===== src/rtl/bgs_pkg.sv =====
package bgs_pkg;

  // store geometry
  localparam int MAX_PIXELS = 524288;
  localparam int IDX_W      = $clog2(MAX_PIXELS);
  localparam int PIX_IDX_W  = 19;
  localparam int CH_W       = 8;
  localparam int NUM_CH     = 3;
  localparam int CNT_W      = 8;
  localparam int ENTRY_W    = NUM_CH * (CH_W + CNT_W);
  localparam int BG_LSB     = 0;
  localparam int CNT_LSB    = NUM_CH * CH_W;

  // stream widths
  localparam int IN_DATA_W  = 48;
  localparam int RES_W      = NUM_CH + NUM_CH * CH_W;
  localparam int OUT_DATA_W = 32;

  // configuration register indexes
  localparam logic [1:0] REG_COLOR_MODE     = 2'd0;
  localparam logic [1:0] REG_DIFF_THRESHOLD = 2'd1;
  localparam logic [1:0] REG_BLEND_WEIGHT   = 2'd2;
  localparam logic [1:0] REG_GHOST_LIMIT    = 2'd3;

  // Q1.8 one, also the "never replace" ghost limit
  localparam logic [8:0] Q8_ONE     = 9'd256;
  localparam logic [16:0] Q8_HALF   = 17'd128;

  // reset values of the registers
  localparam logic       RST_COLOR_MODE     = 1'b0;
  localparam logic [7:0] RST_DIFF_THRESHOLD = 8'd25;
  localparam logic [8:0] RST_BLEND_WEIGHT   = 9'd13;
  localparam logic [8:0] RST_GHOST_LIMIT    = 9'd50;

  // output queue
  localparam int OQ_DEPTH = 4;
  localparam int OQ_PTR_W = $clog2(OQ_DEPTH);
  localparam int OQ_CNT_W = OQ_PTR_W + 1;

  typedef struct packed {
    logic       color_mode;
    logic [7:0] diff_threshold;
    logic [8:0] blend_weight;
    logic [8:0] ghost_limit;
  } cfg_t;

endpackage


===== src/rtl/bgs_outq.sv =====
module bgs_outq (
  input  logic                            clk,
  input  logic                            rst_n,
  input  logic                            push,
  input  logic [bgs_pkg::RES_W-1:0]       push_data,
  input  logic                            pop,
  output logic                            head_valid,
  output logic [bgs_pkg::RES_W-1:0]       head_data,
  output logic [bgs_pkg::OQ_CNT_W-1:0]    count
);

  logic [bgs_pkg::RES_W-1:0]     slots [bgs_pkg::OQ_DEPTH];
  logic [bgs_pkg::OQ_PTR_W-1:0]  wr_ptr_r, wr_ptr_nxt;
  logic [bgs_pkg::OQ_PTR_W-1:0]  rd_ptr_r, rd_ptr_nxt;
  logic [bgs_pkg::OQ_CNT_W-1:0]  cnt_r, cnt_nxt;
  logic                          do_pop;

  function automatic logic [bgs_pkg::OQ_CNT_W-1:0] OQ_CNT_ONE(input logic b);
    OQ_CNT_ONE = {{(bgs_pkg::OQ_CNT_W-1){1'b0}}, b};
  endfunction

  assign do_pop = pop && (cnt_r != '0);

  // pointer and fill bookkeeping
  always_comb begin
    wr_ptr_nxt = push ? wr_ptr_r + bgs_pkg::OQ_PTR_W'(1) : wr_ptr_r;
    rd_ptr_nxt = do_pop ? rd_ptr_r + bgs_pkg::OQ_PTR_W'(1) : rd_ptr_r;
    cnt_nxt    = cnt_r + OQ_CNT_ONE(push) - OQ_CNT_ONE(do_pop);
  end

  always_ff @(posedge clk) begin
    if (!rst_n) begin
      wr_ptr_r <= '0;
      rd_ptr_r <= '0;
      cnt_r    <= '0;
    end else begin
      wr_ptr_r <= wr_ptr_nxt;
      rd_ptr_r <= rd_ptr_nxt;
      cnt_r    <= cnt_nxt;
    end
  end

  // result slots
  always_ff @(posedge clk) begin
    if (push) begin
      slots[wr_ptr_r] <= push_data;
    end
  end

  assign head_valid = cnt_r != '0;
  assign head_data  = slots[rd_ptr_r];
  assign count      = cnt_r;

endmodule


===== config.mk =====
export PLATFORM = sky130hd
export DESIGN_NAME = bgs_outq
export DESIGN_NICKNAME = d
export VERILOG_FILES = /design/src/rtl/bgs_pkg.sv /design/src/rtl/bgs_outq.sv
export SDC_FILE = /design/constraint.sdc
export NUM_CORES = 1
export LEC_CHECK = 0
export ABC_AREA = 1
export BUFFER_PORTS_ARGS = -buffer_cell sky130_fd_sc_hd__buf_2
export CORE_MARGIN = 2
export CORE_UTILIZATION = 55
export DETAILED_ROUTE_END_ITERATION = 6
export HOLD_SLACK_MARGIN = 0.03
export PLACE_DENSITY = 0.73
export SLEW_MARGIN = 10
export SYNTH_ARGS = -nofsm -noshare
export SYNTH_HDL_FRONTEND = slang
export SYNTH_SLANG_ARGS = --single-unit

===== constraint.sdc =====
create_clock -name clk -period 2.75 [get_ports clk]
set_input_delay 0 -clock clk [delete_from_list [all_inputs] [get_ports clk]]
set_output_delay 0 -clock clk [all_outputs]
set_load 0.005 [all_outputs]

* Yosys cells after proc, flatten, opt, wreduce, memory -nomap -nowiden *
Memory sizes are Yosys's and may differ from the RTL's. A register that Yosys moved wholly into a read port is not among the register bits.
Index checks and enable logic that the tools add are counted.

storage, ports and cells
  flip-flop bits (word level) = 7
  bits in latches = 0
  memory bits (writable) = 108
  memory bits (read-only) = 0
  memories = 1

memory list
  memory  words  width  read ports  clocked after memory_dff  write ports  line            RTL
  slots   4      27     1           1                         1            bgs_outq.sv:12  logic [bgs_pkg::RES_W-1:0] slots [bgs_pkg::OQ_DEPTH];

cells by class
  add/subtract/negate cells = 4
  multipliers = 0
  div/mod/pow operators = 0
  $lt $le $gt $ge = 0
  equality and inequality tests = 0
  shift-type cells = 0
  multiplexer cells = 4
  bitwise operators = 0
  reductions and logical operators = 2

operators with widths
  kind                 number
  $add 2x1->2 const B  2
  $mux 2               2
  $add 3x1->3          1
  $reduce_bool 3->1    1
  $sub 3x1->3          1
  $mux 1               2
  $logic_and 1x1->1    1

* Depth between registers and ports, before layout *
  depth in word-level cells = 4
  mapped depth = 9

* Least setup slack after synthesis *
Ideal clock, no wire load.

  path type = reg-to-reg
  start point = register cnt_r (netlist bit count[1])
  end point = register cnt_r (netlist bit count[2])
  library setup time = 0.115 ns
  data arrival time = 1.536 ns
  setup slack = 1.099 ns
  cell stages (with the launch flop) = 9
  path buffers = 0
  period minus slack after synthesis = 1.651 ns
  cells stage by stage = dfxtp_1 nor2_1 a21boi_0 ha_1 inv_1 ha_1 fa_1 a21oi_1 nor2_1

between the ends
  word-level cells in the longest chain between the ends = 3

ends and longest elaborated chain
  element                   line            RTL
  start: declaration        bgs_outq.sv:15  logic [bgs_pkg::OQ_CNT_W-1:0] cnt_r, cnt_nxt;
  start signal: assignment  bgs_outq.sv:39  cnt_r <= cnt_nxt;
  $reduce_bool 3->1         bgs_outq.sv:22  assign do_pop = pop && (cnt_r != '0);
  $logic_and 1x1->1         bgs_outq.sv:22
  named net do_pop          bgs_outq.sv:16  logic do_pop;
  $sub 3x1->3               bgs_outq.sv:28  cnt_nxt = cnt_r + OQ_CNT_ONE(push) - OQ_CNT_ONE(do_pop);

The timed path passes the listed nets, and every way through them passes these cells.
A chain may end at the register's enable or synchronous reset.

==> metrics.txt <==
gr ovfl total 0; wire length of the first global-routing pass 14,000 um; initial antenna violation count 0; Worst setup SP type flip-flop; endpoints failing hold 0; Commonest cells post-synth edfxtp_1, nor2_1, o21ai_0, o22ai_1, o21ai_1; Final Slew Violations 0; most frequent cell after synthesis edfxtp_1; finished layout cell area 5770 um2; Fmax achieved between 400 and 500 MHz; Synth-to-Final Area Change 28.0%; final clock skew between 0.005 and 0.006 ns; Final Critical Period 2.15 ns; WL/cell between 15 and 20 um; syn nets 359; Synth Area in Compound Gates 10.7%; min-delay worst type primary input to flip-flop; status finished, final reports clean; synth top area cells edfxtp_1, nor2_1, dfxtp_1, o22ai_1, o21ai_0; P_leak approximately 2.2 nW; Vias per Instance 5.36; DPL Wire Length between 5000 and 6000 um; ANT cells 0; Critical Path, Cell by Cell buf_4 -> o21ai_0 -> o22ai_1 -> buf_2; root buffer cell clkbuf_8; Synth Area in Adders 2.11%; CTS Hold Bufs 30; gr usage total a little over a fifth; Sink Count 117; first drt pass iteration count 4; CTS tree built; Cell Area, Synth 4510 um2; row cnt 33; Clock Tree Buf Depth 2; Residual DRC 0; Yosys reg bits 117; VDD IR-drop max 0.645 mV; relative slew slack between 40% and 50%; Synthesis Warnings 0; area occupied by multi-input gates around 860 um2; core area 8090 um2; Nets 460; PostCTS Resize Cnt 0; critical-path maximum fanout 36; Final TNS setup 0 ns; share of cells above drive strength 1 23.4%; count of different cell masters after synthesis 19; post-CTS setup buffers 0; largest net degree at the start of global routing 55; measured slew at the worst slew-check pin 0.804 ns; CP max stage delay 0.78 ns; slowest cell on the critical path dfxtp_2; pwr dens around 900 nW/um2; # H-tree levels 4; Die Ht 94.5 um; post-synthesis sequential area ratio 75.9%; Post-synth top flop edfxtp_1; Post-Synth XOR/XNOR Area 0%; flop-to-flop setup slack 0.94 ns; gpl congestion 0.766; Final ANT Viol Nets 0; crit path DAT approximately 2.2 ns; Setup CP Type flip-flop to output port; port buffer count 61; clock slew at reported path FFs 0.06 ns; Detailed Route WL between 9000 and 10,000 um; RSZ-0062 raised after global routing no; simple-gate share of the synthesized area 6.30%; post-synthesis mux area share 0%; num ports 62; cell taking the most area after synthesis edfxtp_1; Core Util, Final 71.3%; vias in the first global route 2,889; Synth top area share around 72%; DR iter-0 viols ~220; Critical Path RT 2.75 ns; EDFF count, synth 108; Reg area ~3400 um2; fin crit share between 70% and 80%; max cap viols 0; Die X 94.5 um; DR vias 2,894; Filler cells 550; CP endpoint kind output port; die area 8940 um2; initial core utilization 55.7%; total CTS buffers 17; syn_area_per_cell about 14 um2; asr flop ratio synth 0%; Cell Area, Placed 4850 um2; endpoints failing setup 0; cells after synthesis 321; clock latency on the worst-skew pair roughly 0.5 ns; largest family of logic cells by synthesized area compound AO/OA/AOI/OAI gates
cells in the final DEF, fill, tap and decap left out, types with 3 or more instances in the layout:
| cell | instances |
|---|---|
| buf_2 | 61 |
| clkinv_4 | 3 |
| inv_1 | 15 |
| o22ai_1 | 27 |
| edfxtp_1 | 108 |
| clkbuf_16 | 16 |
| dlygate4sd3_1 | 30 |
| nor2_1 | 59 |
| clkinvlp_4 | 6 |
| bufinv_16 | 4 |
| o21ai_1 | 23 |
| nand2_1 | 14 |
| a21oi_1 | 5 |
| dfxtp_1 | 8 |
| o21ai_0 | 33 |
| ha_1 | 6 |
| buf_4 | 7 |
worst max-delay path, delay by kind of cell, from the launching register on:
family	cells	cell delay, ns
flip-flops	1	0.78
AO/OA/AOI/OAI	2	0.35
buffers and inverters	2	0.51
sequential cells by signal, summed over array words and instances (netlist names), named ones only:
register  count
slots       108
count         3
rd_ptr_r      2
wr_ptr_r      2
stage by stage:
step	setup slack, ns	hold WS, ns	cells	power, mW
CTS	0.602	0.232	540	5.32
floorplan	1.10	0.0935	321	2.76
finish	0.597	0.239	540	5.29
global placement	0.957	0.216	478	3.00
global route	0.469	0.245	540	5.51
detailed placement	0.895	0.225	478	3.04
final timing paths:
kind                      from            to  depth (start not counted)
setup / recovery     flip-flop  head_data[1]                          4
hold / removal    push_data[5]   slots[0][5]                          2
setup reg to reg   wr_ptr_r[0]  slots[2][17]                          5
hold reg to reg    rd_ptr_r[0]   rd_ptr_r[0]                          2
layout make-up:
class | instances | area share [%]
Clock inverter | 15 | 3.54
Clock buffer | 17 | 7.18
Multi-Input combinational cell | 171 | 14.9
Inverter | 17 | 1.32
Sequential cell | 117 | 59.4
Timing Repair Buffer | 98 | 11.4
Tap cell | 105 | 2.28
logic make-up after synthesis:
family | count (synthesis)
DFF | 117
adders and majority gates | 7
AOI/OAI and AO/OA | 89
and+or+nand+nor | 75
buffers and inverters | 33
metal layers:
metal | up-vias | wire length, um | global-route usage [%]
met1 | 1389 | 3790 | 25.9
met2 | 99 | 4630 | 35.2
met3 | 19 | 492 | 5.27
li1 | 1387 | - | -
met5 | - | 0 | 0
met4 | 0 | 257 | 12.8
power breakdown:
part,switching [mW],internal (mW)
Clock,0.784,1.47
Combinational,0.524,0.362
Sequential,0.0983,2.05
Power figures use the tool's default switching activity.
