**config.mk**
```make
export PLATFORM = sky130hd
export DESIGN_NAME = bgs_chan
export DESIGN_NICKNAME = d
export VERILOG_FILES = /design/src/rtl/bgs_pkg.sv /design/src/rtl/bgs_chan.sv
export SDC_FILE = /design/constraint.sdc
export NUM_CORES = 1
export LEC_CHECK = 0
export BUFFER_PORTS_ARGS = -buffer_cell sky130_fd_sc_hd__buf_2
export CAP_MARGIN = 5
export CORE_MARGIN = 10
export CORE_UTILIZATION = 63
export DETAILED_ROUTE_END_ITERATION = 10
export PLACE_DENSITY = 0.95
export SYNTH_ARGS = -nofsm -noshare
export SYNTH_HDL_FRONTEND = slang
export SYNTH_SLANG_ARGS = --single-unit
```
**constraint.sdc**
```tcl
create_clock -name vclk -period 13.8
set_clock_uncertainty 0.2 [all_clocks]
set_input_delay 1.38 -clock vclk [all_inputs]
set_output_delay 1.38 -clock vclk [all_outputs]
set_load 0.01 [all_outputs]
```
**src/rtl/bgs_pkg.sv**
```systemverilog
package bgs_pkg;

  // store geometry
  localparam int MAX_PIXELS = 524288;
  localparam int IDX_W      = $clog2(MAX_PIXELS);
  localparam int PIX_IDX_W  = 19;
  localparam int CH_W       = 8;
  localparam int NUM_CH     = 3;
  localparam int CNT_W      = 8;
  localparam int ENTRY_W    = NUM_CH * (CH_W + CNT_W);
  localparam int BG_LSB     = 0;
  localparam int CNT_LSB    = NUM_CH * CH_W;

  // stream widths
  localparam int IN_DATA_W  = 48;
  localparam int RES_W      = NUM_CH + NUM_CH * CH_W;
  localparam int OUT_DATA_W = 32;

  // configuration register indexes
  localparam logic [1:0] REG_COLOR_MODE     = 2'd0;
  localparam logic [1:0] REG_DIFF_THRESHOLD = 2'd1;
  localparam logic [1:0] REG_BLEND_WEIGHT   = 2'd2;
  localparam logic [1:0] REG_GHOST_LIMIT    = 2'd3;

  // Q1.8 one, also the "never replace" ghost limit
  localparam logic [8:0] Q8_ONE     = 9'd256;
  localparam logic [16:0] Q8_HALF   = 17'd128;

  // reset values of the registers
  localparam logic       RST_COLOR_MODE     = 1'b0;
  localparam logic [7:0] RST_DIFF_THRESHOLD = 8'd25;
  localparam logic [8:0] RST_BLEND_WEIGHT   = 9'd13;
  localparam logic [8:0] RST_GHOST_LIMIT    = 9'd50;

  // output queue
  localparam int OQ_DEPTH = 4;
  localparam int OQ_PTR_W = $clog2(OQ_DEPTH);
  localparam int OQ_CNT_W = OQ_PTR_W + 1;

  typedef struct packed {
    logic       color_mode;
    logic [7:0] diff_threshold;
    logic [8:0] blend_weight;
    logic [8:0] ghost_limit;
  } cfg_t;

endpackage

```
**src/rtl/bgs_chan.sv**
```systemverilog
module bgs_chan (
  input  bgs_pkg::cfg_t                cfg,
  input  logic                         active,
  input  logic                         first,
  input  logic [bgs_pkg::CH_W-1:0]     pix,
  input  logic [bgs_pkg::CH_W-1:0]     bg_old,
  input  logic [bgs_pkg::CNT_W-1:0]    cnt_old,
  output logic [bgs_pkg::CH_W-1:0]     bg_new,
  output logic [bgs_pkg::CNT_W-1:0]    cnt_new,
  output logic                         fg,
  output logic [bgs_pkg::CH_W-1:0]     bg_res
);

  logic [8:0]                   alpha;
  logic [8:0]                   lim;
  logic [16:0]                  prod_pix;
  logic [16:0]                  prod_bg;
  logic [16:0]                  blend_sum;
  logic [bgs_pkg::CH_W-1:0]     blend;
  logic [bgs_pkg::CH_W-1:0]     diff;
  logic                         fg_hit;
  logic [bgs_pkg::CNT_W-1:0]    cnt_inc;
  logic                         replace;

  // saturate weight and limit at one
  assign alpha = (cfg.blend_weight > bgs_pkg::Q8_ONE) ? bgs_pkg::Q8_ONE : cfg.blend_weight;
  assign lim   = (cfg.ghost_limit > bgs_pkg::Q8_ONE) ? bgs_pkg::Q8_ONE : cfg.ghost_limit;

  // running average, rounded half up
  assign prod_pix  = 17'(alpha) * 17'(pix);
  assign prod_bg   = 17'(bgs_pkg::Q8_ONE - alpha) * 17'(bg_old);
  assign blend_sum = prod_pix + prod_bg + bgs_pkg::Q8_HALF;
  assign blend     = blend_sum[15:8];

  // foreground test on the blended background
  assign diff   = (blend > pix) ? (blend - pix) : (pix - blend);
  assign fg_hit = diff > cfg.diff_threshold;

  // ghost counter, wraps at its width
  assign cnt_inc = cnt_old + 8'd1;
  assign replace = {1'b0, cnt_inc} >= lim;

  // entry update and result
  always_comb begin
    bg_new  = bg_old;
    cnt_new = cnt_old;
    fg      = 1'b0;
    bg_res  = '0;
    if (first) begin
      bg_new  = pix;
      cnt_new = '0;
      if (active) begin
        bg_res = pix;
      end
    end else if (active) begin
      fg = fg_hit;
      if (fg_hit) begin
        cnt_new = cnt_inc;
        bg_new  = replace ? pix : blend;
      end else begin
        cnt_new = '0;
        bg_new  = blend;
      end
      bg_res = bg_new;
    end
  end

endmodule

```
# Word level (Yosys, flattened, before mapping)
# Cells that the tools add are included.
dict set report op_classes {
  addsub 6
  multipliers 2
  order_cmp 5
  mux 15
}
# operator count
set op_table {}
lappend op_table {{2-to-1 mux 8 bit} 11}
lappend op_table {{> comparator 9 bit (second input constant)} 2}
lappend op_table {{2-to-1 mux 9 bit} 2}
lappend op_table {{adder 16 bit} 1}
lappend op_table {{adder 16 x 8 -> 16 bit (second input constant)} 1}
lappend op_table {{> comparator 8 bit} 2}
lappend op_table {{multiplier 10 x 9 -> 16 bit} 1}
lappend op_table {{multiplier 9 x 8 -> 16 bit} 1}
lappend op_table {{subtractor 8 bit} 2}
lappend op_table {{subtractor 9 x 9 -> 10 bit (first input constant)} 1}
lappend op_table {{greater-or-equal comparator 8 x 9 -> 1 bit} 1}
lappend op_table {{adder 8 x 1 -> 8 bit (second input constant)} 1}
lappend op_table {{2-to-1 mux 1 bit} 2}
dict set report word_totals {
  regBits 0
  inputBits 53
  output_inout_bits 25
  word_cells 28
}

# Logic depth before layout (Yosys ltp)
dict set report logic_depth {
  word_depth 12
  depth_mapped 45
  mapped_depth_nobuf 41
}

# Worst setup path after synthesis
# OpenSTA, ideal clock, no wires.
dict set report synth_timing {
  kind {input port to output port}
  start {in cfg[17] (netlist name)}
  end {out bg_new[0] (netlist name)}
  t_arrival_ns 11.225
  t_required_ns 12.220
  path_slack_ns 0.995
  path_stages 43
  n_path_buf 3
  cell_sequence {buf_2 -> nor2b_1 -> clkbuf_1 -> inv_1 -> ha_1 -> inv_1 -> or3_1 -> a21oi_1 -> nand2_1 -> fa_1 -> inv_1 -> fa_1 -> inv_1 -> fa_1 -> inv_1 -> fa_1 -> fa_1 -> inv_1 -> [7 not listed] -> xor2_1 -> inv_1 -> ha_1 -> nand4_1 -> a21oi_1 -> o22ai_1 -> and3_1 -> a31o_2 -> xnor2_1 -> ha_1 -> and3_1 -> a221o_1 -> a221oi_2 -> nor2_2 -> and4_4 -> or2_0 -> buf_2 -> a221oi_1}
}
dict set report synth_via {
  elab_chain_cells 12
  elab_cells_between_ends 16
  classes_between {5 x add/sub; 2 x mul; 3 x order compare; 6 x mux}
}
# item line_no
set synth_rtl {}
lappend synth_rtl {{from (decl)} bgs_chan.sv:2} ;# input bgs_pkg::cfg_t cfg,
lappend synth_rtl {{> comparator 9 bit} bgs_chan.sv:26} ;# assign alpha = (cfg.blend_weight > bgs_pkg::Q8_ONE) ? bgs_pkg::Q8_ONE : cfg.blend_weight;
lappend synth_rtl {{2-to-1 mux 9 bit (*)} bgs_chan.sv:26}
lappend synth_rtl {{subtractor 9 x 9 -> 10 bit} bgs_chan.sv:31} ;# assign prod_bg = 17'(bgs_pkg::Q8_ONE - alpha) * 17'(bg_old);
lappend synth_rtl {{multiplier 10 x 9 -> 16 bit} bgs_chan.sv:31}
lappend synth_rtl {{adder 16 bit (*)} bgs_chan.sv:32} ;# assign blend_sum = prod_pix + prod_bg + bgs_pkg::Q8_HALF;
lappend synth_rtl {{adder 16 x 8 -> 16 bit (*)} bgs_chan.sv:32}
lappend synth_rtl {{subtractor 8 bit or > comparator 8 bit (tied branches)} bgs_chan.sv:36} ;# assign diff = (blend > pix) ? (blend - pix) : (pix - blend);
lappend synth_rtl {{2-to-1 mux 8 bit} bgs_chan.sv:36}
lappend synth_rtl {{> comparator 8 bit} bgs_chan.sv:37} ;# assign fg_hit = diff > cfg.diff_threshold;
lappend synth_rtl {{2-to-1 mux 8 bit (*)} bgs_chan.sv:57} ;# if (fg_hit) begin
lappend synth_rtl {{2-to-1 mux 8 bit (*)} bgs_chan.sv:55} ;# end else if (active) begin
lappend synth_rtl {{2-to-1 mux 8 bit (*)} bgs_chan.sv:49} ;# if (first) begin
lappend synth_rtl {{to (decl)} bgs_chan.sv:8} ;# output logic [bgs_pkg::CH_W-1:0] bg_new,
# Mark *: on every way between the ends. The rest lies on a longest branch, timed or not.

# Final worst setup path
dict set report layout_timing {
  start {in cfg[10] (netlist name)}
  end {out bg_new[0] (netlist name)}
}
# The elaborated chain is that of the path after synthesis.

==> flow_summary_export.csv <==
group,metric,value,unit
run_status,status,"completed",
worst_hold_path,min-delay-start,"cnt_old[7]",
layout,design.seq.count,0,
global_routing,grt_antenna_before_repair,0,
yosys,synth_area,6820,sq um
global_routing,first_global_vias,6484,
yosys,synth_cell_type_count,60,
layout,drive_above_1_share,12.4,%
floorplan,dieHeight,124,um
worst_setup_path,arrival,11760,ps
placement,io_buffers,77,
layout,num_antenna_cells,0,
timing,hold_violations,0,
layout,layout-area-overhead-vs-synth,9.45,%
timing,slew_violations,0,
drt,firstDrtPassIters,5,
timing,maxSlewHeadroom,44.3,%
worst_setup_path,cp_num_buf_inv,10,
timing,max_freq,75.0,MHz
placement,dp_hpwl,15100,um
placement,routabilityCongestion,0.987,
drt,ant_nets,0,
drt,viasPerCell,5.72,
worst_hold_path,whs_endpoint,"cnt_new[7]",
flow_run,max-cap-violations,0,
timing,tightest_slew,829,ps
layout,most-common-layout-cells,"inv_1 (189), fa_1 (123), nand2_1 (98)",
worst_setup_path,cp-end-kind,"primary output",
worst_setup_path,crit_fanout,7,
layout,layout_commonest_cell,"inv_1",
yosys,syn_area_per_cell,8.13,sq um
worst_setup_path,crit_top_cell,"inv_1",
floorplan,initial_core_util,65.4,%
drt,drc_errors,0,
worst_setup_path,worst-setup-path-type,"input port to primary output",
yosys,synthCells,838,
worst_setup_path,max_stage_delay,550,ps
layout,regArea,0,sq um
worst_setup_path,cp.depth,42,
floorplan,dieArea,15400,sq um
global_routing,grt_pass1_wl,29700,um
timing,finalCriticalPeriod,13340,ps
global_routing,grt_max_degree,22,
global_routing,grt_usage,23.5,%
timing,totalNegativeSetupSlack,0,ps
worst_setup_path,critical_path_required,12220,ps
floorplan,die_w,124,um
timing,setup_viol,0,
yosys,yosysSeqAreaShare,0,%
timing,rsz0062_at_grt,"false",
worst_hold_path,hold_depth,4,
drt,dr_total_vias,6007,
global_routing,gr-total-overflow,0,
worst_setup_path,crit_family,"adder cells",
drt,wl_per_cell,16.7,um
drt,drt_wl_total,17600,um
timing,fin_crit_sh,96.6,%
yosys,yosysWarnings,0,
floorplan,pin_count,78,
layout,nets,1185,
floorplan,row_count,37,
drt,drtIter0Drc,506,
worst_hold_path,hp-class,"input port to primary output",
floorplan,fp.coreArea,10400,sq um
layout,clkbuf_count,0,
worst_setup_path,start_kind,"input port",
worst_setup_path,crit_start,"cfg[10]",
worst_setup_path,slowest_stage,"fa_1",
## cells in the mapped netlist (2+ instances only)
| cell type | instances | share of area (%) |
|---|---|---|
| a211oi_1 | 3 | 0.33 |
| a21boi_0 | 2 | 0.22 |
| a21o_1 | 9 | 0.99 |
| a21oi_1 | 26 | 1.9 |
| a221o_1 | 4 | 0.59 |
| a221oi_1 | 3 | 0.39 |
| a31oi_1 | 2 | 0.18 |
| and2_1 | 59 | 5.4 |
| and3_1 | 7 | 0.64 |
| buf_1 | 2 | 0.11 |
| buf_2 | 4 | 0.29 |
| clkbuf_1 | 23 | 1.3 |
| conb_1 | 2 | 0.11 |
| fa_1 | 123 | 36 |
| ha_1 | 93 | 17 |
| inv_1 | 190 | 10 |
| mux2i_1 | 10 | 1.5 |
| nand2_1 | 98 | 5.4 |
| nand2b_1 | 10 | 0.92 |
| nand3_1 | 7 | 0.51 |
| nand4_1 | 3 | 0.28 |
| nand4b_1 | 3 | 0.39 |
| nor2_1 | 34 | 1.9 |
| nor2b_1 | 12 | 1.1 |
| nor3_1 | 9 | 0.66 |
| o211ai_1 | 3 | 0.33 |
| o21ai_0 | 26 | 1.9 |
| o32ai_1 | 2 | 0.26 |
| or3_1 | 3 | 0.28 |
| or4_1 | 2 | 0.22 |
| xnor2_1 | 27 | 3.5 |
| xor2_1 | 9 | 1.2 |
## area by class of cell
class / count / area, sq um
fillers: 772 / 2960
inverters: 190 / 713
repair buffers: 97 / 536
multi-input cells: 627 / 6040
well taps: 136 / 170
## per-layer routing
layer  track usage, %  up-vias  share of wire [%]
li1                 -     2745                  -
met4             6.62        0                3.5
met3             2.22       54                8.5
met1             29.2     2883                 37
met2             42.5      325                 51
met5                0        -                  0
## how the worst max path moves through the flow
stage / to
floorplan: bg_new[0]
global placement: bg_new[3]
detailed placement: bg_new[3]
CTS: bg_new[3]
global route: bg_new[0]
finish: bg_new[0]
## through the flow
stage / worst slack, ps / util (%) / hold slack, ps / instances / instance area (sq um)
final: 463 / 71.6 / 2900 / 1050 / 7460
after global routing: 23.4 / 71.6 / 2920 / 1050 / 7460
after CTS: 375 / 71.4 / 2900 / 1050 / 7430
after detailed placement: 411 / 71.4 / 2900 / 1050 / 7430
after global placement: 554 / 71.4 / 2900 / 1050 / 7430
after floorplan: 995 / - / 2680 / 848 / 6850
## what timing repair did
| action | 4_1_cts | 5_1_grt |
|---|---|---|
| setup buffers | 0 | 0 |
| hold buffers | 0 | 0 |
| setup endpoints to repair | 0 | 16 |
| resized for setup | 0 | 8 |
## tightest hold or removal path: cells and delay by family
family	cells	cell delay (ps)
buffers and inverters	2	240
AND/OR/NAND/NOR	1	50
AO/OA/AOI/OAI	1	50
## cell families after synthesis
| family | synth area share (%) |
|---|---|
| AO/OA/AOI/OAI | 9.66 |
| AND/OR/NAND/NOR | 18.5 |
| XOR/XNOR | 4.63 |
| other | 0.110 |
| buffers and inverters | 12.3 |
| multiplexers | 1.63 |
| adder cells (fa/ha/maj) | 53.2 |
Power is not shown: default switching activity piles up to over one toggle a cycle in this logic, so the estimate is an artifact.
